==> src/design/fra_pkg.sv <==
// ----------------------------------------------------------------------------
// fra_pkg: shared types and constants for the fraction arithmetic block
// Holds the operand and result widths, the operation codes, the controller
// states and the command and status bundles between controller and datapath.
// ----------------------------------------------------------------------------
package fra_pkg;

  // Width of each operand field (numerator or denominator).
  localparam int unsigned OPERAND_WIDTH = 16;
  // Width of raw products and sums in magnitude form.
  localparam int unsigned RAW_W = 2 * OPERAND_WIDTH;
  // Width of the result numerator and denominator.
  localparam int unsigned OUT_W = 33;
  // Counter width for the shift count and the divider step count.
  localparam int unsigned CNT_W = $clog2(RAW_W + 1);
  // Stream data widths, padded to whole bytes.
  localparam int unsigned IN_DATA_W  = ((4 * OPERAND_WIDTH + 7) / 8) * 8;
  localparam int unsigned OUT_DATA_W = ((2 * OUT_W + 7) / 8) * 8;
  localparam int unsigned KIND_W = 2;

  // Operation codes carried in the request tuser.
  typedef enum logic [KIND_W-1:0] {
    KIND_ADD = 2'd0,
    KIND_SUB = 2'd1,
    KIND_MUL = 2'd2,
    KIND_DIV = 2'd3
  } kind_e;

  // Controller states.
  typedef enum logic [2:0] {
    ST_IDLE,
    ST_MUL1,
    ST_MUL2,
    ST_MUL3,
    ST_COMB,
    ST_GCD,
    ST_DIV,
    ST_OUT
  } state_e;

  // Commands from the controller to the datapath.
  typedef struct packed {
    logic load;      // capture a new request
    logic mul_p1;    // first product
    logic mul_p2;    // second product (cross term of add and subtract)
    logic mul_p3;    // denominator product
    logic combine;   // form raw numerator and denominator
    logic gcd_step;  // one binary gcd step
    logic div_init;  // latch divisor and start the exact divisions
    logic div_step;  // one restoring division step on both values
    logic load_raw;  // take raw values unreduced (zero raw value)
    logic out_load;  // write the output register
  } cmd_t;

  // Status from the datapath to the controller.
  typedef struct packed {
    logic raw_zero;  // raw numerator or denominator is zero
    logic gcd_done;  // one gcd operand has reached zero
    logic div_last;  // the current division step is the last one
  } status_t;

endpackage

==> src/design/fra_ctrl.sv <==
// ----------------------------------------------------------------------------
// fra_ctrl: sequencer for the fraction arithmetic block
// Steps one request through multiply, combine, gcd and divide phases and
// owns the request ready and the result valid.
// ----------------------------------------------------------------------------
module fra_ctrl (
  input  logic             clk_i,
  input  logic             rst_ni,
  input  logic             s_valid_i,
  output logic             s_ready_o,
  output logic             m_valid_o,
  input  logic             m_ready_i,
  input  fra_pkg::status_t status_i,
  output fra_pkg::cmd_t    cmd_o
);

  fra_pkg::state_e state_q, state_d;
  logic            m_valid_q, m_valid_d;
  logic            s_accept;

  assign s_ready_o = (state_q == fra_pkg::ST_IDLE);
  assign s_accept  = s_valid_i && s_ready_o;
  assign m_valid_o = m_valid_q;

  // State and result valid registers.
  always_ff @(posedge clk_i or negedge rst_ni) begin
    if (!rst_ni) begin
      state_q   <= fra_pkg::ST_IDLE;
      m_valid_q <= 1'b0;
    end else begin
      state_q   <= state_d;
      m_valid_q <= m_valid_d;
    end
  end

  // Next state and commands.
  always_comb begin
    state_d = state_q;
    cmd_o   = '0;
    case (state_q)
      fra_pkg::ST_IDLE: begin
        cmd_o.load = s_accept;
        if (s_accept) begin
          state_d = fra_pkg::ST_MUL1;
        end
      end
      fra_pkg::ST_MUL1: begin
        cmd_o.mul_p1 = 1'b1;
        state_d      = fra_pkg::ST_MUL2;
      end
      fra_pkg::ST_MUL2: begin
        cmd_o.mul_p2 = 1'b1;
        state_d      = fra_pkg::ST_MUL3;
      end
      fra_pkg::ST_MUL3: begin
        cmd_o.mul_p3 = 1'b1;
        state_d      = fra_pkg::ST_COMB;
      end
      fra_pkg::ST_COMB: begin
        cmd_o.combine = 1'b1;
        state_d       = fra_pkg::ST_GCD;
      end
      fra_pkg::ST_GCD: begin
        if (status_i.raw_zero) begin
          cmd_o.load_raw = 1'b1;
          state_d        = fra_pkg::ST_OUT;
        end else if (status_i.gcd_done) begin
          cmd_o.div_init = 1'b1;
          state_d        = fra_pkg::ST_DIV;
        end else begin
          cmd_o.gcd_step = 1'b1;
        end
      end
      fra_pkg::ST_DIV: begin
        cmd_o.div_step = 1'b1;
        if (status_i.div_last) begin
          state_d = fra_pkg::ST_OUT;
        end
      end
      fra_pkg::ST_OUT: begin
        if (!m_valid_q || m_ready_i) begin
          cmd_o.out_load = 1'b1;
          state_d        = fra_pkg::ST_IDLE;
        end
      end
      default: begin
        state_d = fra_pkg::ST_IDLE;
      end
    endcase
  end

  // The output register is filled by the sequencer and drained by the sink.
  always_comb begin
    m_valid_d = m_valid_q;
    if (cmd_o.out_load) begin
      m_valid_d = 1'b1;
    end else if (m_ready_i) begin
      m_valid_d = 1'b0;
    end
  end

  // An accepted request always starts the multiply phase.
  a_accept_starts: assert property (@(posedge clk_i) disable iff (!rst_ni)
    s_accept |=> state_q == fra_pkg::ST_MUL1)
    else $error("accepted request did not start the multiply phase");

  // A result never overwrites one that is still waiting.
  a_no_overwrite: assert property (@(posedge clk_i) disable iff (!rst_ni)
    cmd_o.out_load |-> (!m_valid_q || m_ready_i))
    else $error("output register overwritten while held");

  // After a result is written the controller is ready for the next request.
  a_out_then_idle: assert property (@(posedge clk_i) disable iff (!rst_ni)
    cmd_o.out_load |=> (s_ready_o && m_valid_o))
    else $error("controller not idle after writing a result");

endmodule

==> src/design/fra_datapath.sv <==
// ----------------------------------------------------------------------------
// fra_datapath: arithmetic for the fraction arithmetic block
// Shared operand multiplier, sign-magnitude combine, binary gcd unit, two
// bit-serial exact dividers and the result register.
// ----------------------------------------------------------------------------
module fra_datapath (
  input  logic                                clk_i,
  input  logic                                rst_ni,
  input  fra_pkg::cmd_t                       cmd_i,
  output fra_pkg::status_t                    status_o,
  input  logic [fra_pkg::KIND_W-1:0]          kind_i,
  input  logic [fra_pkg::OPERAND_WIDTH-1:0]   a_num_i,
  input  logic [fra_pkg::OPERAND_WIDTH-1:0]   a_den_i,
  input  logic [fra_pkg::OPERAND_WIDTH-1:0]   b_num_i,
  input  logic [fra_pkg::OPERAND_WIDTH-1:0]   b_den_i,
  output logic [fra_pkg::OUT_W-1:0]           res_num_o,
  output logic [fra_pkg::OUT_W-1:0]           res_den_o,
  output logic                                den_zero_o
);

  localparam int unsigned W  = fra_pkg::OPERAND_WIDTH;
  localparam int unsigned RW = fra_pkg::RAW_W;
  localparam int unsigned OW = fra_pkg::OUT_W;
  localparam int unsigned CW = fra_pkg::CNT_W;

  // Captured operands in sign-magnitude form.
  fra_pkg::kind_e kind_q;
  logic           an_neg_q, ad_neg_q, bn_neg_q, bd_neg_q;
  logic [W-1:0]   an_mag_q, ad_mag_q, bn_mag_q, bd_mag_q;

  // Products.
  logic [RW-1:0]  p1_q, p2_q, p3_q;
  logic           p1_neg_q, p2_neg_q, p3_neg_q;

  // Raw result.
  logic [RW-1:0]  num_q, den_q;
  logic           num_neg_q, den_neg_q;

  // Gcd unit.
  logic [RW-1:0]  u_q, v_q;
  logic [CW-1:0]  k_q;

  // Dividers.
  logic [RW-1:0]  divisor_q, rem_n_q, rem_d_q, qn_q, qd_q;
  logic [CW-1:0]  cnt_q;

  // Result register.
  logic [OW-1:0]  res_num_q, res_den_q;
  logic           den_zero_q;

  // Combinational helpers.
  logic [W-1:0]   mul_a, mul_b;
  logic           mul_neg;
  logic [RW-1:0]  prod;
  logic           s2_neg;
  logic [RW-1:0]  num_mag_c;
  logic           num_neg_c;
  logic [RW:0]    tn, td, dv_ext;
  logic           gen_n, gen_d;
  logic [RW:0]    num_ext, den_ext;

  // Two's complement field to sign and magnitude.
  function automatic logic [W-1:0] mag_of(input logic [W-1:0] x);
    mag_of = x[W-1] ? (~x + 1'b1) : x;
  endfunction

  // Operand pair for the shared multiplier.
  always_comb begin
    mul_a   = ad_mag_q;
    mul_b   = bn_mag_q;
    mul_neg = ad_neg_q ^ bn_neg_q;
    if (cmd_i.mul_p1) begin
      mul_a = an_mag_q;
      if (kind_q == fra_pkg::KIND_MUL) begin
        mul_b   = bn_mag_q;
        mul_neg = an_neg_q ^ bn_neg_q;
      end else begin
        mul_b   = bd_mag_q;
        mul_neg = an_neg_q ^ bd_neg_q;
      end
    end else if (cmd_i.mul_p3) begin
      mul_a = ad_mag_q;
      if (kind_q == fra_pkg::KIND_DIV) begin
        mul_b   = bn_mag_q;
        mul_neg = ad_neg_q ^ bn_neg_q;
      end else begin
        mul_b   = bd_mag_q;
        mul_neg = ad_neg_q ^ bd_neg_q;
      end
    end
  end

  assign prod = RW'(mul_a) * RW'(mul_b);

  // Raw numerator: sign-magnitude add for add and subtract.
  always_comb begin
    s2_neg    = (kind_q == fra_pkg::KIND_SUB) ? !p2_neg_q : p2_neg_q;
    num_mag_c = p1_q;
    num_neg_c = p1_neg_q;
    if (kind_q == fra_pkg::KIND_ADD || kind_q == fra_pkg::KIND_SUB) begin
      if (p1_neg_q == s2_neg) begin
        num_mag_c = p1_q + p2_q;
      end else if (p1_q >= p2_q) begin
        num_mag_c = p1_q - p2_q;
      end else begin
        num_mag_c = p2_q - p1_q;
        num_neg_c = s2_neg;
      end
    end
  end

  // Restoring division step for both values against the shared divisor.
  assign dv_ext = {1'b0, divisor_q};
  assign tn     = {rem_n_q, qn_q[RW-1]};
  assign td     = {rem_d_q, qd_q[RW-1]};
  assign gen_n  = (tn >= dv_ext);
  assign gen_d  = (td >= dv_ext);

  // Operand capture and products.
  always_ff @(posedge clk_i) begin
    if (cmd_i.load) begin
      kind_q   <= fra_pkg::kind_e'(kind_i);
      an_neg_q <= a_num_i[W-1];
      ad_neg_q <= a_den_i[W-1];
      bn_neg_q <= b_num_i[W-1];
      bd_neg_q <= b_den_i[W-1];
      an_mag_q <= mag_of(a_num_i);
      ad_mag_q <= mag_of(a_den_i);
      bn_mag_q <= mag_of(b_num_i);
      bd_mag_q <= mag_of(b_den_i);
    end
    if (cmd_i.mul_p1) begin
      p1_q     <= prod;
      p1_neg_q <= mul_neg;
    end
    if (cmd_i.mul_p2) begin
      p2_q     <= prod;
      p2_neg_q <= mul_neg;
    end
    if (cmd_i.mul_p3) begin
      p3_q     <= prod;
      p3_neg_q <= mul_neg;
    end
  end

  // Raw result and binary gcd.
  always_ff @(posedge clk_i) begin
    if (cmd_i.combine) begin
      num_q     <= num_mag_c;
      num_neg_q <= num_neg_c;
      den_q     <= p3_q;
      den_neg_q <= p3_neg_q;
      u_q       <= num_mag_c;
      v_q       <= p3_q;
      k_q       <= '0;
    end else if (cmd_i.gcd_step) begin
      if (!u_q[0] && !v_q[0]) begin
        u_q <= u_q >> 1;
        v_q <= v_q >> 1;
        k_q <= k_q + 1'b1;
      end else if (!u_q[0]) begin
        u_q <= u_q >> 1;
      end else if (!v_q[0]) begin
        v_q <= v_q >> 1;
      end else if (u_q >= v_q) begin
        u_q <= u_q - v_q;
      end else begin
        v_q <= v_q - u_q;
      end
    end
  end

  // Exact division of numerator and denominator by the gcd.
  always_ff @(posedge clk_i) begin
    if (cmd_i.div_init) begin
      divisor_q <= (u_q | v_q) << k_q;
      rem_n_q   <= '0;
      rem_d_q   <= '0;
      qn_q      <= num_q;
      qd_q      <= den_q;
      cnt_q     <= '0;
    end else if (cmd_i.div_step) begin
      rem_n_q <= gen_n ? RW'(tn - dv_ext) : tn[RW-1:0];
      rem_d_q <= gen_d ? RW'(td - dv_ext) : td[RW-1:0];
      qn_q    <= {qn_q[RW-2:0], gen_n};
      qd_q    <= {qd_q[RW-2:0], gen_d};
      cnt_q   <= cnt_q + 1'b1;
    end else if (cmd_i.load_raw) begin
      qn_q <= num_q;
      qd_q <= den_q;
    end
  end

  // Back to two's complement, wrapped or extended to the result width.
  assign num_ext = num_neg_q ? (~{1'b0, qn_q} + 1'b1) : {1'b0, qn_q};
  assign den_ext = den_neg_q ? (~{1'b0, qd_q} + 1'b1) : {1'b0, qd_q};

  // Result register.
  always_ff @(posedge clk_i) begin
    if (cmd_i.out_load) begin
      res_num_q  <= OW'(signed'(num_ext));
      res_den_q  <= OW'(signed'(den_ext));
      den_zero_q <= (qd_q == '0);
    end
  end

  assign status_o.raw_zero = (num_q == '0) || (den_q == '0);
  assign status_o.gcd_done = (u_q == '0) || (v_q == '0);
  assign status_o.div_last = (cnt_q == CW'(RW - 1));

  assign res_num_o  = res_num_q;
  assign res_den_o  = res_den_q;
  assign den_zero_o = den_zero_q;

  // The gcd loop only runs on two nonzero values.
  a_gcd_nonzero: assert property (@(posedge clk_i) disable iff (!rst_ni)
    cmd_i.gcd_step |-> (u_q != '0 && v_q != '0))
    else $error("gcd step on a zero operand");

  // The dividers never see a zero divisor.
  a_div_nonzero: assert property (@(posedge clk_i) disable iff (!rst_ni)
    cmd_i.div_step |-> divisor_q != '0)
    else $error("division step with zero divisor");

  // The raw pair bypasses reduction only when one of its values is zero.
  a_raw_only_on_zero: assert property (@(posedge clk_i) disable iff (!rst_ni)
    cmd_i.load_raw |-> (num_q == '0 || den_q == '0))
    else $error("unreduced result taken with two nonzero values");

endmodule

==> src/design/fraction_arithmetic_reduce.sv <==
// ----------------------------------------------------------------------------
// fraction_arithmetic_reduce: add, subtract, multiply or divide two fractions
// Steps: the multiply states ST_MUL1 to ST_MUL3, a combine state, the binary gcd
// loop (one shift or subtract per cycle), RAW_W divider steps and an output state
// that waits while an earlier result is held; gcd and division are skipped if a raw value is zero.
// Throughput: one request at a time; the next request is taken as soon as the
// result is in the output register. Reset clears the controller and valid.
// ----------------------------------------------------------------------------
module fraction_arithmetic_reduce (
  input  logic                               clk_i,
  input  logic                               rst_ni,
  input  logic                               s_axis_tvalid,
  output logic                               s_axis_tready,
  // tdata fields from bit 0: a_num, a_den, b_num, b_den
  input  logic [fra_pkg::IN_DATA_W-1:0]      s_axis_tdata,
  // tuser fields from bit 0: kind
  input  logic [fra_pkg::KIND_W-1:0]         s_axis_tuser,
  output logic                               m_axis_tvalid,
  input  logic                               m_axis_tready,
  // tdata fields from bit 0: res_num, res_den, zero fill
  output logic [fra_pkg::OUT_DATA_W-1:0]     m_axis_tdata,
  // tuser fields from bit 0: den_zero
  output logic [0:0]                         m_axis_tuser
);

  localparam int unsigned W  = fra_pkg::OPERAND_WIDTH;
  localparam int unsigned OW = fra_pkg::OUT_W;

  fra_pkg::cmd_t    cmd;
  fra_pkg::status_t status;
  logic [OW-1:0]    res_num, res_den;
  logic             den_zero;

  // Sequencer.
  fra_ctrl u_ctrl (
    .clk_i     (clk_i),
    .rst_ni    (rst_ni),
    .s_valid_i (s_axis_tvalid),
    .s_ready_o (s_axis_tready),
    .m_valid_o (m_axis_tvalid),
    .m_ready_i (m_axis_tready),
    .status_i  (status),
    .cmd_o     (cmd)
  );

  // Arithmetic.
  fra_datapath u_datapath (
    .clk_i      (clk_i),
    .rst_ni     (rst_ni),
    .cmd_i      (cmd),
    .status_o   (status),
    .kind_i     (s_axis_tuser),
    .a_num_i    (s_axis_tdata[W-1:0]),
    .a_den_i    (s_axis_tdata[2*W-1:W]),
    .b_num_i    (s_axis_tdata[3*W-1:2*W]),
    .b_den_i    (s_axis_tdata[4*W-1:3*W]),
    .res_num_o  (res_num),
    .res_den_o  (res_den),
    .den_zero_o (den_zero)
  );

  // Result packing with zero fill up to whole bytes.
  always_comb begin
    m_axis_tdata           = '0;
    m_axis_tdata[OW-1:0]   = res_num;
    m_axis_tdata[2*OW-1:OW] = res_den;
    m_axis_tuser[0]        = den_zero;
  end

endmodule

==> config.mk <==
export PLATFORM = sky130hd
export DESIGN_NAME = fraction_arithmetic_reduce
export DESIGN_NICKNAME = d
export VERILOG_FILES = /design/src/design/fra_pkg.sv /design/src/design/fra_ctrl.sv /design/src/design/fra_datapath.sv /design/src/design/fraction_arithmetic_reduce.sv
export SDC_FILE = /design/constraint.sdc
export NUM_CORES = 2
export LEC_CHECK = 0
export BUFFER_PORTS_ARGS = -buffer_cell sky130_fd_sc_hd__buf_4
export CORE_MARGIN = 8
export CORE_UTILIZATION = 25
export CTS_CLUSTER_DIAMETER = 150
export DETAILED_ROUTE_END_ITERATION = 8
export GPL_TIMING_DRIVEN = 1
export HOLD_SLACK_MARGIN = 0.05
export SYNTH_ARGS = -nofsm -noshare
export SYNTH_HDL_FRONTEND = slang
export SYNTH_SLANG_ARGS = --single-unit
==> constraint.sdc <==
create_clock -name clk_i -period 14.85 [get_ports clk_i]
set_input_delay 1.485 -clock clk_i [delete_from_list [all_inputs] [get_ports clk_i]]
set_output_delay 1.485 -clock clk_i [all_outputs]
set_load 0.02 [all_outputs]
==> flow_metrics.env <==
export IMPL_dr_pass1_iters=7
export IMPL_final_nets=5589
export IMPL_cts_root_buffer="clkbuf_16"
export IMPL_wirelength_um=154000
export IMPL_holdCritPathClass="flop to flop"
export IMPL_seq_area_frac_synth_pct=34.1
export IMPL_synth_flop_cell="edfxtp_1"
export IMPL_critical_path_class="flop to flop"
export IMPL_cts_max_level=3
export IMPL_met1Wirelength_um=64800
export IMPL_cts_setup_buffers=0
export IMPL_cts_tree="yes"
export IMPL_mostFrequentLayoutCells="550 x nand2_1, 506 x inv_1, 462 x edfxtp_1"
export IMPL_dp_hpwl_um=124000
export IMPL_grt_ovfl_total=0
export IMPL_fin_crit_sh_pct=59.6
export IMPL_io_pins=145
export IMPL_grt_pass1_vias=36800
export IMPL_dr_total_vias=36900
export IMPL_critical_path_max_fanout=37
export IMPL_synth_edf_count=462
export IMPL_setup_viol=0
export IMPL_cts_buffers=66
export IMPL_cp_arrival_ps=9300
export IMPL_drive_above_1_share_pct=8.08
export IMPL_ctsResizeCount=0
export IMPL_startpoint="u_ctrl.state_q[1]"
export IMPL_hold_buffers=0
export IMPL_top_layer="met4"
export IMPL_antenna_found_initial=1
export IMPL_fill_cells=19000
export IMPL_postSynthAreaPerCell_um2=9.27
export IMPL_ant_nets=0
export IMPL_status="finished clean"
export IMPL_gp_congestion=0.944
export IMPL_r2r_setup_slack_ps=6010
export IMPL_drt_wirelength_per_cell_um=20.8
export IMPL_maxCapViolCount=0
export IMPL_worstSetupEndpoint="u_datapath.p2_q[29]"
export IMPL_critPathRequiredTime_ps=15310
export IMPL_viasPerCell=5.00
export IMPL_setup_tns_ps=0
export IMPL_r2r_cells=26
export IMPL_fin_skew_ps=32.0
export IMPL_clkTransAtPathRegs_ps=60
export IMPL_drt_initial_drc_count=2809
export IMPL_met3WireLength_um=7710
export IMPL_dr_wl_met2_um=73800
export IMPL_synth_area_um2=45400
export IMPL_grt_pass1_wl_um=230000
export IMPL_p_per_area_nw_per_um2=65.4
export IMPL_clock_path_buffers=3
export IMPL_area_delta_synth_final_pct=12.9
export IMPL_rows=156
export IMPL_r2r_end="u_datapath.p2_q[29]"
export IMPL_ys_seq_elements=542
export IMPL_worst_slew_pin_slew_ps=1320
export IMPL_insertion_delay_ps=690
export IMPL_layout_commonest_cell="nand2_1"
export IMPL_yosysUniqueCellTypes=82
export IMPL_start_kind="flop"
export IMPL_relSlewSlack_pct=10.8
export IMPL_drc=0
export IMPL_leakage_nw=21.0
export IMPL_timing_fmax_ghz=0.113
export IMPL_synth_top_family_by_area="adder cells"
export IMPL_rr_startpoint="u_ctrl.state_q[1]"
export IMPL_syn_inst=4902
export IMPL_place_detailed_instances=7251
export IMPL_grt_max_degree=77
export IMPL_yosys_area_share_simple_pct=14.5
export IMPL_stdcell_count=7372
export IMPL_synthAdderAreaFrac_pct=19.0
export IMPL_dieArea_um2=196000
export IMPL_synth_xor_area_share_pct=5.55
export IMPL_coreArea_um2=181000
export IMPL_synth_compound_area_share_pct=16.3
export IMPL_vdd_ir_drop_max_v=0.0000749
export IMPL_end_kind="flop"
export IMPL_fin_util_pct=28.4
export IMPL_ys_warnings_count=0
export IMPL_grt_use_total_pct=15.0
export IMPL_port_buffers=138
export IMPL_period_minus_slack_ps=8840
export IMPL_die_w_um=442
export IMPL_final_max_slew_viol_count=0
export IMPL_cts_sink_count=542
export IMPL_finalHoldViolCount=0
export IMPL_async_flop_share_pct=0.738
export IMPL_initial_utilization_pct=25.1
export IMPL_rsz0062_at_grt="false"
export IMPL_die_h_um=442
export IMPL_muxShareOfSynthArea_pct=4.38
area by class of cell:
cell class,instances,area [um^2],share of cell area (%)
antenna,1,2.50,0.00488
clock buffer,80,1780,3.46
clock inverter,40,454,0.885
inverter,513,1930,3.76
multi-input combinational,3639,27300,53.2
sequential,542,15500,30.2
tap,2370,2970,5.78
timing repair buffer,187,1400,2.74
worst min path at each step:
stage	start	end	slack [ps]	depth (start not counted)
CTS	u_datapath.p3_neg_q	u_datapath.den_neg_q	420	0
detailed placement	u_datapath.p3_neg_q	u_datapath.den_neg_q	410	0
global placement	u_datapath.p3_neg_q	u_datapath.den_neg_q	410	0
global route	u_datapath.p3_neg_q	u_datapath.den_neg_q	430	0
finish	u_datapath.p3_neg_q	u_datapath.den_neg_q	420	0
floorplan	u_datapath.p3_neg_q	u_datapath.den_neg_q	400	0
through the flow:
| step | setup slack [ps] | cell area, um^2 | hold slack, ps | power, mW |
|---|---|---|---|---|
| 6_report | 6010 | 51300 | 423 | 3.36 |
| 5_1_grt | 5470 | 51300 | 426 | 3.46 |
| 4_1_cts | 6080 | 51300 | 423 | 3.41 |
| 3_5_place_dp | 6140 | 49100 | 410 | 1.72 |
| 3_3_place_gp | 6270 | 49100 | 405 | 1.72 |
| 2_1_floorplan | 6720 | 45500 | 400 | 1.69 |
power breakdown:
group          total, mW  internal [mW]         switching (mW)
logic             0.0526         0.0251                 0.0274
clock network       1.67          0.974                  0.697
registers           1.63           1.63  0.0000000000000000177
total               3.36           2.63                  0.724
cells in the mapped netlist, types with 16 or more instances:
master    number  area, um^2
fa_1         201        4020
nand2b_1      49         307
or3_1         30         188
o21ai_0      224        1120
and2_1        23         144
a21boi_0      17         128
ha_1         369        4620
nor4_1        54         338
nor2_1       434        1630
xnor2_1      234        2050
a21o_1        67         503
clkbuf_1     174         653
o21a_1        39         293
nand4_1       42         263
a31oi_1       40         250
a221oi_1      29         254
o211ai_1      26         195
o31ai_1       60         450
mux2i_1      118        1180
nand3_1       59         295
inv_1        508        1910
or4_1         23         173
nor2b_1       42         263
xor2_1        54         473
o21bai_1      60         450
nor3_1        84         420
a21oi_1      313        1570
buf_2         18        90.1
nand2_1      553        2080
or2_2         20         125
a221o_1       16         160
o41ai_1       22         193
dfxtp_1       76        1520
mux2_2        44         495
a211oi_1      85         638
edfxtp_1     462       13900
metal layers:
layer	vias up	track usage, %
met5	-	0
met1	18200	18.6
met3	276	2.22
li1	17400	-
met2	1069	26.1
met4	0	6.42
critical path, stage by stage, from the launching register on:
cell	delay, ps
dfrtp_1	380
inv_1	80
ha_1	250
nand2b_2	90
buf_4	470
xnor2_1	170
a22oi_2	200
buf_4	420
mux2i_1	730
nor2_1	150
fa_1	550
fa_1	430
fa_1	520
fa_1	440
fa_1	500
inv_1	50
fa_1	490
inv_1	40
ha_1	380
nand4_1	140
or2_2	310
a2111oi_0	770
o2111ai_1	240
a21oi_1	270
a21o_1	150
a21oi_1	70
xnor2_1	260
cell families after synthesis:
family / Yosys count
AO/OA/AOI/OAI: 1136
XOR/XNOR: 288
adder cells (fa/ha/maj): 570
buffers and inverters: 726
flip-flops: 542
multiplexers: 179
other: 1
AND/OR/NAND/NOR: 1460
(Power assumes the default switching activity.)
